`src/hw/rtl/lrg_pkg.sv`:
```
// Shared types, constants and the cell rule for the row-streaming life generation block.
package lrg_pkg;

  // Fixed row payload width and default number of cells built
  localparam int ROW_BITS      = 64;
  localparam int WIDTH_BITS    = 7;
  localparam int MAX_WIDTH_DEF = 64;
  localparam logic [WIDTH_BITS-1:0] WIDTH_RESET = 7'd64;

  // B3/S23 neighbor counts
  localparam logic [3:0] BIRTH_CNT   = 4'd3;
  localparam logic [3:0] SURVIVE_CNT = 4'd2;

  // Result queue depth and its count width
  localparam int QDEPTH = 3;
  localparam int QCNT_BITS = 2;

  // Per-beat control handed to every cell
  typedef struct packed {
    logic held;   // a row above the incoming one is kept
    logic load;   // beat accepted this cycle
  } cell_ctrl_t;

  // Bits a cell shows to its two neighbors, already masked to the row width
  typedef struct packed {
    logic up;     // kept upper row
    logic mid;    // kept middle row
    logic row;    // incoming row
    logic nup;    // upper row as seen by the bottom-row flush
  } cell_nb_t;

  // One result beat
  typedef struct packed {
    logic [ROW_BITS-1:0] cells;
    logic                last;
  } res_t;

  // Next state of one cell from its own state and live neighbor count
  function automatic logic life_next(input logic alive, input logic [3:0] cnt);
    return (cnt == BIRTH_CNT) || (alive && (cnt == SURVIVE_CNT));
  endfunction

endpackage

```
`src/hw/rtl/lrg_if.sv`:
```
// Row input and result output channel interfaces.
interface lrg_row_in_if;
  logic                          valid;
  logic                          ready;
  logic [lrg_pkg::ROW_BITS-1:0]  row_cells;
  logic                          first_row;
  logic                          last_row;

  modport source (output valid, output row_cells, output first_row, output last_row,
                  input ready);
  modport sink (input valid, input row_cells, input first_row, input last_row,
                output ready);
endinterface

interface lrg_row_out_if;
  logic                          valid;
  logic                          ready;
  logic [lrg_pkg::ROW_BITS-1:0]  next_cells;
  logic                          last_of_grid;

  modport source (output valid, output next_cells, output last_of_grid, input ready);
  modport sink (input valid, input next_cells, input last_of_grid, output ready);
endinterface

```
`src/hw/rtl/life_row_generation_step.sv`:
```
// Top level: one B3/S23 generation over a grid streamed in one row per beat.
// A result beat is offered in the cycle after its row beat when the queue is empty.
// Throughput: one row per cycle while the result queue has room; a bottom row yields
//   two results, and the three-entry queue then holds input off with the output ready.
// Reset (synchronous, rst_n low): no rows kept, result queue empty,
//   row_width 64. Kept row bits are not cleared; they are unused until loaded.
module life_row_generation_step #(
  parameter int MAX_WIDTH = lrg_pkg::MAX_WIDTH_DEF
) (
  input  logic                            clk,
  input  logic                            rst_n,
  lrg_row_in_if.sink                      in_row,
  lrg_row_out_if.source                   out_row,
  input  logic                            cfg_we,
  input  logic [lrg_pkg::WIDTH_BITS-1:0]  cfg_wdata
);
  import lrg_pkg::*;

  logic [WIDTH_BITS-1:0] width_r;
  logic                  held_r, held_nxt;
  logic [MAX_WIDTH-1:0]  en;
  logic [MAX_WIDTH-1:0]  a_bits, b_bits;
  cell_nb_t              nb [MAX_WIDTH];
  cell_ctrl_t            ctrl;
  logic                  accept, in_ready;
  logic                  has_a, has_b;
  logic [1:0]            npush;
  res_t                  res_a, res_b, push0, push1, head;
  logic                  out_valid;

  // Configuration register
  always_ff @(posedge clk) begin
    if (!rst_n) begin
      width_r <= WIDTH_RESET;
    end else if (cfg_we) begin
      width_r <= cfg_wdata;
    end
  end

  // Column enables; a width of zero still keeps cell 0
  always_comb begin
    for (int i = 0; i < MAX_WIDTH; i++) begin
      en[i] = (i == 0) || (width_r > WIDTH_BITS'(i));
    end
  end

  assign accept = in_row.valid & in_ready;
  assign in_row.ready = in_ready;

  // A top mark drops the kept rows
  assign ctrl.held = held_r & ~in_row.first_row;
  assign ctrl.load = accept;

  assign held_nxt = accept ? ~in_row.last_row : held_r;

  always_ff @(posedge clk) begin
    if (!rst_n) begin
      held_r <= 1'b0;
    end else begin
      held_r <= held_nxt;
    end
  end

  // Cell row, each column talking to its two neighbors
  for (genvar g = 0; g < MAX_WIDTH; g++) begin : g_cell
    cell_nb_t nb_lo, nb_hi;
    if (g == 0) begin : g_lo_edge
      assign nb_lo = '0;
    end else begin : g_lo
      assign nb_lo = nb[g-1];
    end
    if (g == MAX_WIDTH - 1) begin : g_hi_edge
      assign nb_hi = '0;
    end else begin : g_hi
      assign nb_hi = nb[g+1];
    end
    lrg_cell u_cell (
      .clk     (clk),
      .en      (en[g]),
      .row_bit (in_row.row_cells[g]),
      .ctrl    (ctrl),
      .nb_lo   (nb_lo),
      .nb_hi   (nb_hi),
      .nb_own  (nb[g]),
      .a_bit   (a_bits[g]),
      .b_bit   (b_bits[g])
    );
  end

  // Results of this beat, row above first
  assign has_a = accept & ctrl.held;
  assign has_b = accept & in_row.last_row;
  assign npush = {1'b0, has_a} + {1'b0, has_b};

  assign res_a.cells = ROW_BITS'(a_bits);
  assign res_a.last  = 1'b0;
  assign res_b.cells = ROW_BITS'(b_bits);
  assign res_b.last  = 1'b1;
  assign push0 = has_a ? res_a : res_b;
  assign push1 = res_b;

  lrg_out_queue u_queue (
    .clk       (clk),
    .rst_n     (rst_n),
    .npush     (npush),
    .push0     (push0),
    .push1     (push1),
    .room      (in_ready),
    .out_valid (out_valid),
    .out_ready (out_row.ready),
    .head      (head)
  );

  assign out_row.valid        = out_valid;
  assign out_row.next_cells   = head.cells;
  assign out_row.last_of_grid = head.last;

  // Bottom row always yields a result beat next cycle
  a_last_out: assert property (@(posedge clk) disable iff (!rst_n)
    accept && in_row.last_row |=> out_valid)
    else $error("bottom row gave no result");

  // Inner rows with a kept row above yield a result
  a_inner_out: assert property (@(posedge clk) disable iff (!rst_n)
    accept && ctrl.held |=> out_valid)
    else $error("inner row gave no result");

  // Input is only held off while results are queued
  a_stall_cause: assert property (@(posedge clk) disable iff (!rst_n)
    !in_ready |-> out_valid)
    else $error("input stalled with empty result queue");

endmodule

```
`src/hw/rtl/lrg_cell.sv`:
```
// One column cell: holds the kept upper and middle bits and computes both result bits.
module lrg_cell (
  input  logic               clk,
  input  logic               en,
  input  logic               row_bit,
  input  lrg_pkg::cell_ctrl_t ctrl,
  input  lrg_pkg::cell_nb_t  nb_lo,
  input  lrg_pkg::cell_nb_t  nb_hi,
  output lrg_pkg::cell_nb_t  nb_own,
  output logic               a_bit,
  output logic               b_bit
);
  import lrg_pkg::*;

  logic       up_r, mid_r;
  logic [3:0] cnt_a, cnt_b;

  // Masked view shared with neighbors
  assign nb_own.up  = en & up_r;
  assign nb_own.mid = en & mid_r;
  assign nb_own.row = en & row_bit;
  assign nb_own.nup = en & ctrl.held & mid_r;

  // Neighbor counts for the row above the incoming one and for the flushed bottom row
  assign cnt_a = 4'(nb_lo.up) + 4'(nb_own.up) + 4'(nb_hi.up)
               + 4'(nb_lo.mid) + 4'(nb_hi.mid)
               + 4'(nb_lo.row) + 4'(nb_own.row) + 4'(nb_hi.row);
  assign cnt_b = 4'(nb_lo.nup) + 4'(nb_own.nup) + 4'(nb_hi.nup)
               + 4'(nb_lo.row) + 4'(nb_hi.row);

  assign a_bit = en & life_next(nb_own.mid, cnt_a);
  assign b_bit = en & life_next(nb_own.row, cnt_b);

  // Shift kept rows down one on every accepted beat
  always_ff @(posedge clk) begin
    if (ctrl.load) begin
      up_r  <= nb_own.nup;
      mid_r <= nb_own.row;
    end
  end

endmodule

```
`src/hw/rtl/lrg_out_queue.sv`:
```
// Three-entry shifting result queue between the cell row and the output channel.
module lrg_out_queue (
  input  logic           clk,
  input  logic           rst_n,
  input  logic [1:0]     npush,
  input  lrg_pkg::res_t  push0,
  input  lrg_pkg::res_t  push1,
  output logic           room,
  output logic           out_valid,
  input  logic           out_ready,
  output lrg_pkg::res_t  head
);
  import lrg_pkg::*;

  res_t                 q_r   [QDEPTH];
  res_t                 q_nxt [QDEPTH];
  logic [QCNT_BITS-1:0] cnt_r, cnt_nxt;
  logic [QCNT_BITS-1:0] lvl;
  logic                 pop;

  assign out_valid = (cnt_r != '0);
  assign head      = q_r[0];
  assign pop       = out_valid & out_ready;
  assign lvl       = cnt_r - QCNT_BITS'(pop);
  // Room for two results keeps the input side free of any path from the output
  assign room      = (cnt_r <= QCNT_BITS'(1));
  assign cnt_nxt   = lvl + npush;

  // Shift on pop, then append the new results behind what is left
  always_comb begin
    int j;
    for (int k = 0; k < QDEPTH; k++) begin
      j = (k + 1 < QDEPTH) ? k + 1 : k;
      q_nxt[k] = pop ? q_r[j] : q_r[k];
      if ((npush != 2'd0) && (k == int'(lvl))) begin
        q_nxt[k] = push0;
      end
      if ((npush == 2'd2) && (k == int'(lvl) + 1)) begin
        q_nxt[k] = push1;
      end
    end
  end

  always_ff @(posedge clk) begin
    for (int k = 0; k < QDEPTH; k++) begin
      q_r[k] <= q_nxt[k];
    end
  end

  always_ff @(posedge clk) begin
    if (!rst_n) begin
      cnt_r <= '0;
    end else begin
      cnt_r <= cnt_nxt;
    end
  end

endmodule

```
`src/flat_wrapper.sv`:
```
// flat-port wrapper written by rule: the top's interface ports become plain ports
module life_row_generation_step_flat import lrg_pkg::*;
#(
  parameter int MAX_WIDTH = lrg_pkg::MAX_WIDTH_DEF
)
  (clk, rst_n, cfg_we, cfg_wdata, in_row_valid, in_row_row_cells, in_row_first_row, in_row_last_row, in_row_ready, out_row_valid, out_row_next_cells, out_row_last_of_grid, out_row_ready);
  lrg_row_in_if in_row_i ();
  lrg_row_out_if out_row_i ();
  input  logic clk;
  input  logic rst_n;
  input  logic cfg_we;
  input  logic [lrg_pkg::WIDTH_BITS-1:0] cfg_wdata;
  input wire logic [$bits(in_row_i.valid)-1:0] in_row_valid;
  input wire logic [$bits(in_row_i.row_cells)-1:0] in_row_row_cells;
  input wire logic [$bits(in_row_i.first_row)-1:0] in_row_first_row;
  input wire logic [$bits(in_row_i.last_row)-1:0] in_row_last_row;
  output wire logic [$bits(in_row_i.ready)-1:0] in_row_ready;
  output wire logic [$bits(out_row_i.valid)-1:0] out_row_valid;
  output wire logic [$bits(out_row_i.next_cells)-1:0] out_row_next_cells;
  output wire logic [$bits(out_row_i.last_of_grid)-1:0] out_row_last_of_grid;
  input wire logic [$bits(out_row_i.ready)-1:0] out_row_ready;
  assign in_row_i.valid = in_row_valid;
  assign in_row_i.row_cells = in_row_row_cells;
  assign in_row_i.first_row = in_row_first_row;
  assign in_row_i.last_row = in_row_last_row;
  assign in_row_ready = in_row_i.ready;
  assign out_row_valid = out_row_i.valid;
  assign out_row_next_cells = out_row_i.next_cells;
  assign out_row_last_of_grid = out_row_i.last_of_grid;
  assign out_row_i.ready = out_row_ready;
  life_row_generation_step #(.MAX_WIDTH(MAX_WIDTH)) u_core (.clk(clk), .rst_n(rst_n), .in_row(in_row_i), .out_row(out_row_i), .cfg_we(cfg_we), .cfg_wdata(cfg_wdata));
endmodule
```
`config.mk`:
```
export PLATFORM = sky130hd
export DESIGN_NAME = life_row_generation_step_flat
export DESIGN_NICKNAME = d
export VERILOG_FILES = /design/src/hw/rtl/lrg_pkg.sv /design/src/hw/rtl/lrg_if.sv /design/src/hw/rtl/life_row_generation_step.sv /design/src/hw/rtl/lrg_cell.sv /design/src/hw/rtl/lrg_out_queue.sv /design/src/flat_wrapper.sv
export SDC_FILE = /design/constraint.sdc
export NUM_CORES = 1
export LEC_CHECK = 0
export BUFFER_PORTS_ARGS = -buffer_cell sky130_fd_sc_hd__buf_2
export CORE_ASPECT_RATIO = 0.8
export CORE_MARGIN = 5
export CORE_UTILIZATION = 30
export CTS_BUF_LIST = sky130_fd_sc_hd__clkbuf_8
export CTS_CLUSTER_SIZE = 40
export DETAILED_ROUTE_END_ITERATION = 8
export SLEW_MARGIN = 25
export SYNTH_ARGS = -nofsm -noshare
export SYNTH_HDL_FRONTEND = slang
export SYNTH_HIERARCHICAL = 1
export SYNTH_SLANG_ARGS = --single-unit
```
`constraint.sdc`:
```
create_clock -name clk -period 11.75 [get_ports clk]
set_input_delay 0 -clock clk [delete_from_list [all_inputs] [get_ports clk]]
set_output_delay 0 -clock clk [all_outputs]
set_load 0.01 [all_outputs]
```
==> reports/metrics.csv <==
stage;metric;value;unit
timing;timing.fmax;0.182;GHz
worst_setup_path;reg2reg_to;u_core/u_queue/q_r[0][122]$_DFFE_PP_;
clocking;clk_pin_slew;60;ps
placed_design;place_ws;6280;ps
worst_setup_path;timing.rr.start;u_core/width_r[3]$_SDFFE_PN0P_;
placed_design;port_buffers;144;
clocking;clkLatencyLatePin;660;ps
final_layout;nNetsFinal;4111;
worst_setup_path;path_max_fanout;23;
synthesis;synth_top_family_by_area;adder cells;
worst_setup_path;worstRegToRegCells;12;
worst_setup_path;crit_required;12240;ps
worst_hold_path;min_path_cells;4;
worst_setup_path;critPathKind;register to register;
timing;fin_worst_skew;36.1;ps
synthesis;yosysUniqueCellTypes;38;
floorplan;rows;110;
detailed_routing;ant_nets;0;
worst_setup_path;worstSetupEndpointType;register;
power;power-per-cell-area;170;mW/mm^2
global_route;antenna_found_initial;11;
clocking;cts_inserted_buffers;72;
clocking;cts_sinks;333;
timing;tightest_slew;1150;ps
detailed_routing;dr.pass1.iters;5;
worst_hold_path;worstHoldEndpoint;u_core/width_r[3]$_SDFFE_PN0P_;
detailed_routing;post-route-drc-count;0;
global_route;track_usage;15.6;%
floorplan;die_w;386;microns
worst_setup_path;startpoint;u_core/width_r[3]$_SDFFE_PN0P_;
global_route;grt_overflow_total;0;
floorplan;die_area;0.120;sq mm
placed_design;gp_congestion;0.805;
detailed_routing;avgRoutedWirePerCell;19.0;microns
synthesis;synth_cells;3201;
worst_setup_path;critPathLaunchType;register;
timing;rsz0062_at_grt;false;
timing;setup_ws;6240;ps
global_route;grt_pass1_wl;146000;microns
detailed_routing;vias;23600;
clocking;ctsResizeCount;0;
final_layout;drive_gt1_share;15.7;%
detailed_routing;first_iter_violations;1663;
placed_design;dp.cells;4742;
final_layout;area_growth;12.7;%
timing;fin_crit_sh;46.9;%
synthesis;ys_seq_elements;333;
timing;setup_violations;0;
timing;hold_viol_final;0;
detailed_routing;drt-vias-per-instance;4.76;
synthesis;synthAdderAreaFrac;32.2;%
placed_design;dp_hpwl;67900;microns
timing;fin_crit;5510;ps
run_status;outcome;complete, no violations;
detailed_routing;wirelength;94100;microns
flow_run;cap_violations;0;
clocking;holdBufCountCts;85;
floorplan;ios;145;
worst_setup_path;critPathArrivalTime;5990;ps
timing;maxSlewHeadroom;23.1;%
worst_setup_path;rrSetupSlack;6240;ps
timing;tns;0;ps
global_route;grt_pass1_vias;24600;
floorplan;fp.coreArea;0.112;sq mm
worst_hold_path;worstHoldPathType;primary input to register;
synthesis;synth_mux_area_share;7.49;%
clocking;cts_tree;built;
final_layout;nFillCells;11300;
synthesis;synth_simple_gate_area_share;16.8;%
synthesis;synth_xor_area_share;0.140;%
worst_hold_path;worstHoldStart;cfg_wdata[3];
clocking;post_cts.repair.setup_buffers;0;
global_route;grt_max_degree;89;
synthesis;synth_compound_area_share;4.29;%
timing;drv_slew;0;
clocking;cts-htree-levels;3;
power;vdd_drop_max;0.286;mV
synthesis;ys_warn_count;6;
final_layout;instances_no_fill;4964;
floorplan;start_util;30.2;%
synthesis;synth_area;0.0339;sq mm
clocking;cts_buffer_depth;3;
clocking;cts_root_buf;clkbuf_8;
synthesis;ys_seq_area_share;29.2;%
floorplan;die_h;311;microns
power;leakage;0.0168;uW
synthesis;syn_avg_cell_area;10.6;sq um
[cells in the final DEF, fill, tap and decap left out, types with 76 or more instances in the layout]
cell           synthesis  routed
clkbuf_8               0      76
mux2_2               115     115
ha_1                 258     257
dlygate4sd3_1          0      86
nor3_1               134     134
buf_2                 24     144
a31oi_1              130     130
inv_1                652     659
o21ai_0              104      99
nand2_1              213     213
and2_1               194     193
edfxtp_1             323     323
fa_1                 384     384
mux2_4                79      79
nor2b_1              137     136
nor2_1               134     133
[per-stage QoR]
step	hold slack, ps	utilization [%]	cell area [sq um]	total power (uW)
after floorplan	98.6	-	34000	4380
after global placement	348	32.0	36000	5120
after detailed placement	336	32.0	36000	5230
after CTS	137	34.0	38200	6560
after global routing	295	34.0	38200	7050
final	274	34.0	38300	6510
[layout make-up]
class	count	area [sq um]	share of cell area (%)
Sequential cell	333	9900	25.9
Timing Repair Buffer	258	1840	4.82
Inverter	652	2450	6.40
Antenna cell	8	20.0	0.0523
Multi-Input combinational cell	2074	20800	54.4
Clock buffer	76	1050	2.73
Clock inverter	51	302	0.788
Tap cell	1512	1890	4.95
[kinds of logic (layout without fill, tap and decap cells)]
kind of cell / Yosys count / count (layout)
simple gates: 958 / 958
buf+inv: 809 / 1037
fa+ha+maj: 642 / 642
flops: 333 / 333
compound gates: 254 / 254
mux: 200 / 200
xor+xnor: 3 / 3
other cells: 2 / 25
[metal layers]
layer	routed length, microns	vias up	track usage, %	part of all wire (%)
li1	-	10900	-	-
met1	44600	11900	23.2	47
met2	40600	747	23.4	43
met3	7010	129	3.31	7.4
met4	1860	4	3.63	2.0
met5	33	-	0	0.035
[how the worst max path moves through the flow]
stage / end / slack (ps) / depth (start not counted)
4_1_cts: u_core/u_queue/q_r[0][97]$_DFFE_PP_ / 6260 / 12
3_3_place_gp: u_core/u_queue/q_r[0][95]$_DFFE_PP_ / 6340 / 12
2_1_floorplan: u_core/u_queue/q_r[0][130]$_DFFE_PP_ / 4930 / 8
6_report: u_core/u_queue/q_r[0][122]$_DFFE_PP_ / 6240 / 12
5_1_grt: u_core/u_queue/q_r[0][59]$_DFFE_PP_ / 5930 / 13
3_5_place_dp: u_core/u_queue/q_r[0][30]$_DFFE_PP_ / 6280 / 13
[where the power goes]
part           internal (uW)  total, uW  leakage [uW]  switching [uW]
logic                   1390       3450        0.0129            2060
clock network            664       1250      0.000726             588
registers               1710       1810       0.00319            99.0
total                   3770       6510        0.0168            2750
[cells in the mapped netlist, drive strengths merged]
library cell / number / area share, %
nor2b: 137 / 2.5
nor3b: 2 / 0.044
a21oi: 11 / 0.16
xnor2: 1 / 0.026
xnor3: 1 / 0.066
nand4b: 66 / 1.7
fa: 384 / 23
nand3: 4 / 0.059
and3: 1 / 0.018
or4b: 1 / 0.041
nor4b: 64 / 2.8
xor2: 1 / 0.048
edfxtp: 323 / 29
or2: 3 / 0.055
nor3: 134 / 2.0
nor4: 3 / 0.055
mux2i: 6 / 0.18
nor2: 134 / 1.5
o211ai: 6 / 0.13
mux2: 194 / 7.3
o21ai: 104 / 1.5
a211oi: 2 / 0.044
o21bai: 1 / 0.022
conb: 2 / 0.022
a31oi: 130 / 2.4
and2: 194 / 3.6
nand3b: 1 / 0.022
buf: 100 / 2.1
inv: 652 / 7.2
nand4: 1 / 0.018
dfxtp: 10 / 0.59
ha: 258 / 9.5
clkbuf: 57 / 0.63
nand2: 213 / 2.4
[flip-flops by register name, summed over array words and instances, names as in the netlist]
name,count
u_core/u_queue/q_r,195
u_core/g_cell.u_cell/mid_r,64
u_core/g_cell.u_cell/up_r,64
u_core/width_r,7
u_core/u_queue/cnt_r,2
u_core/held_r,1
[worst max-delay path: stages, from the launching register on]
cell	delay (ps)
dfxtp_1	800
nand3_1	430
o21ai_0	840
and2_1	380
fa_1	480
fa_1	480
fa_1	410
inv_1	80
fa_1	420
nor4b_2	430
mux2_2	270
nand4b_1	90
a31oi_1	200
Power figures use the tool's default switching activity.
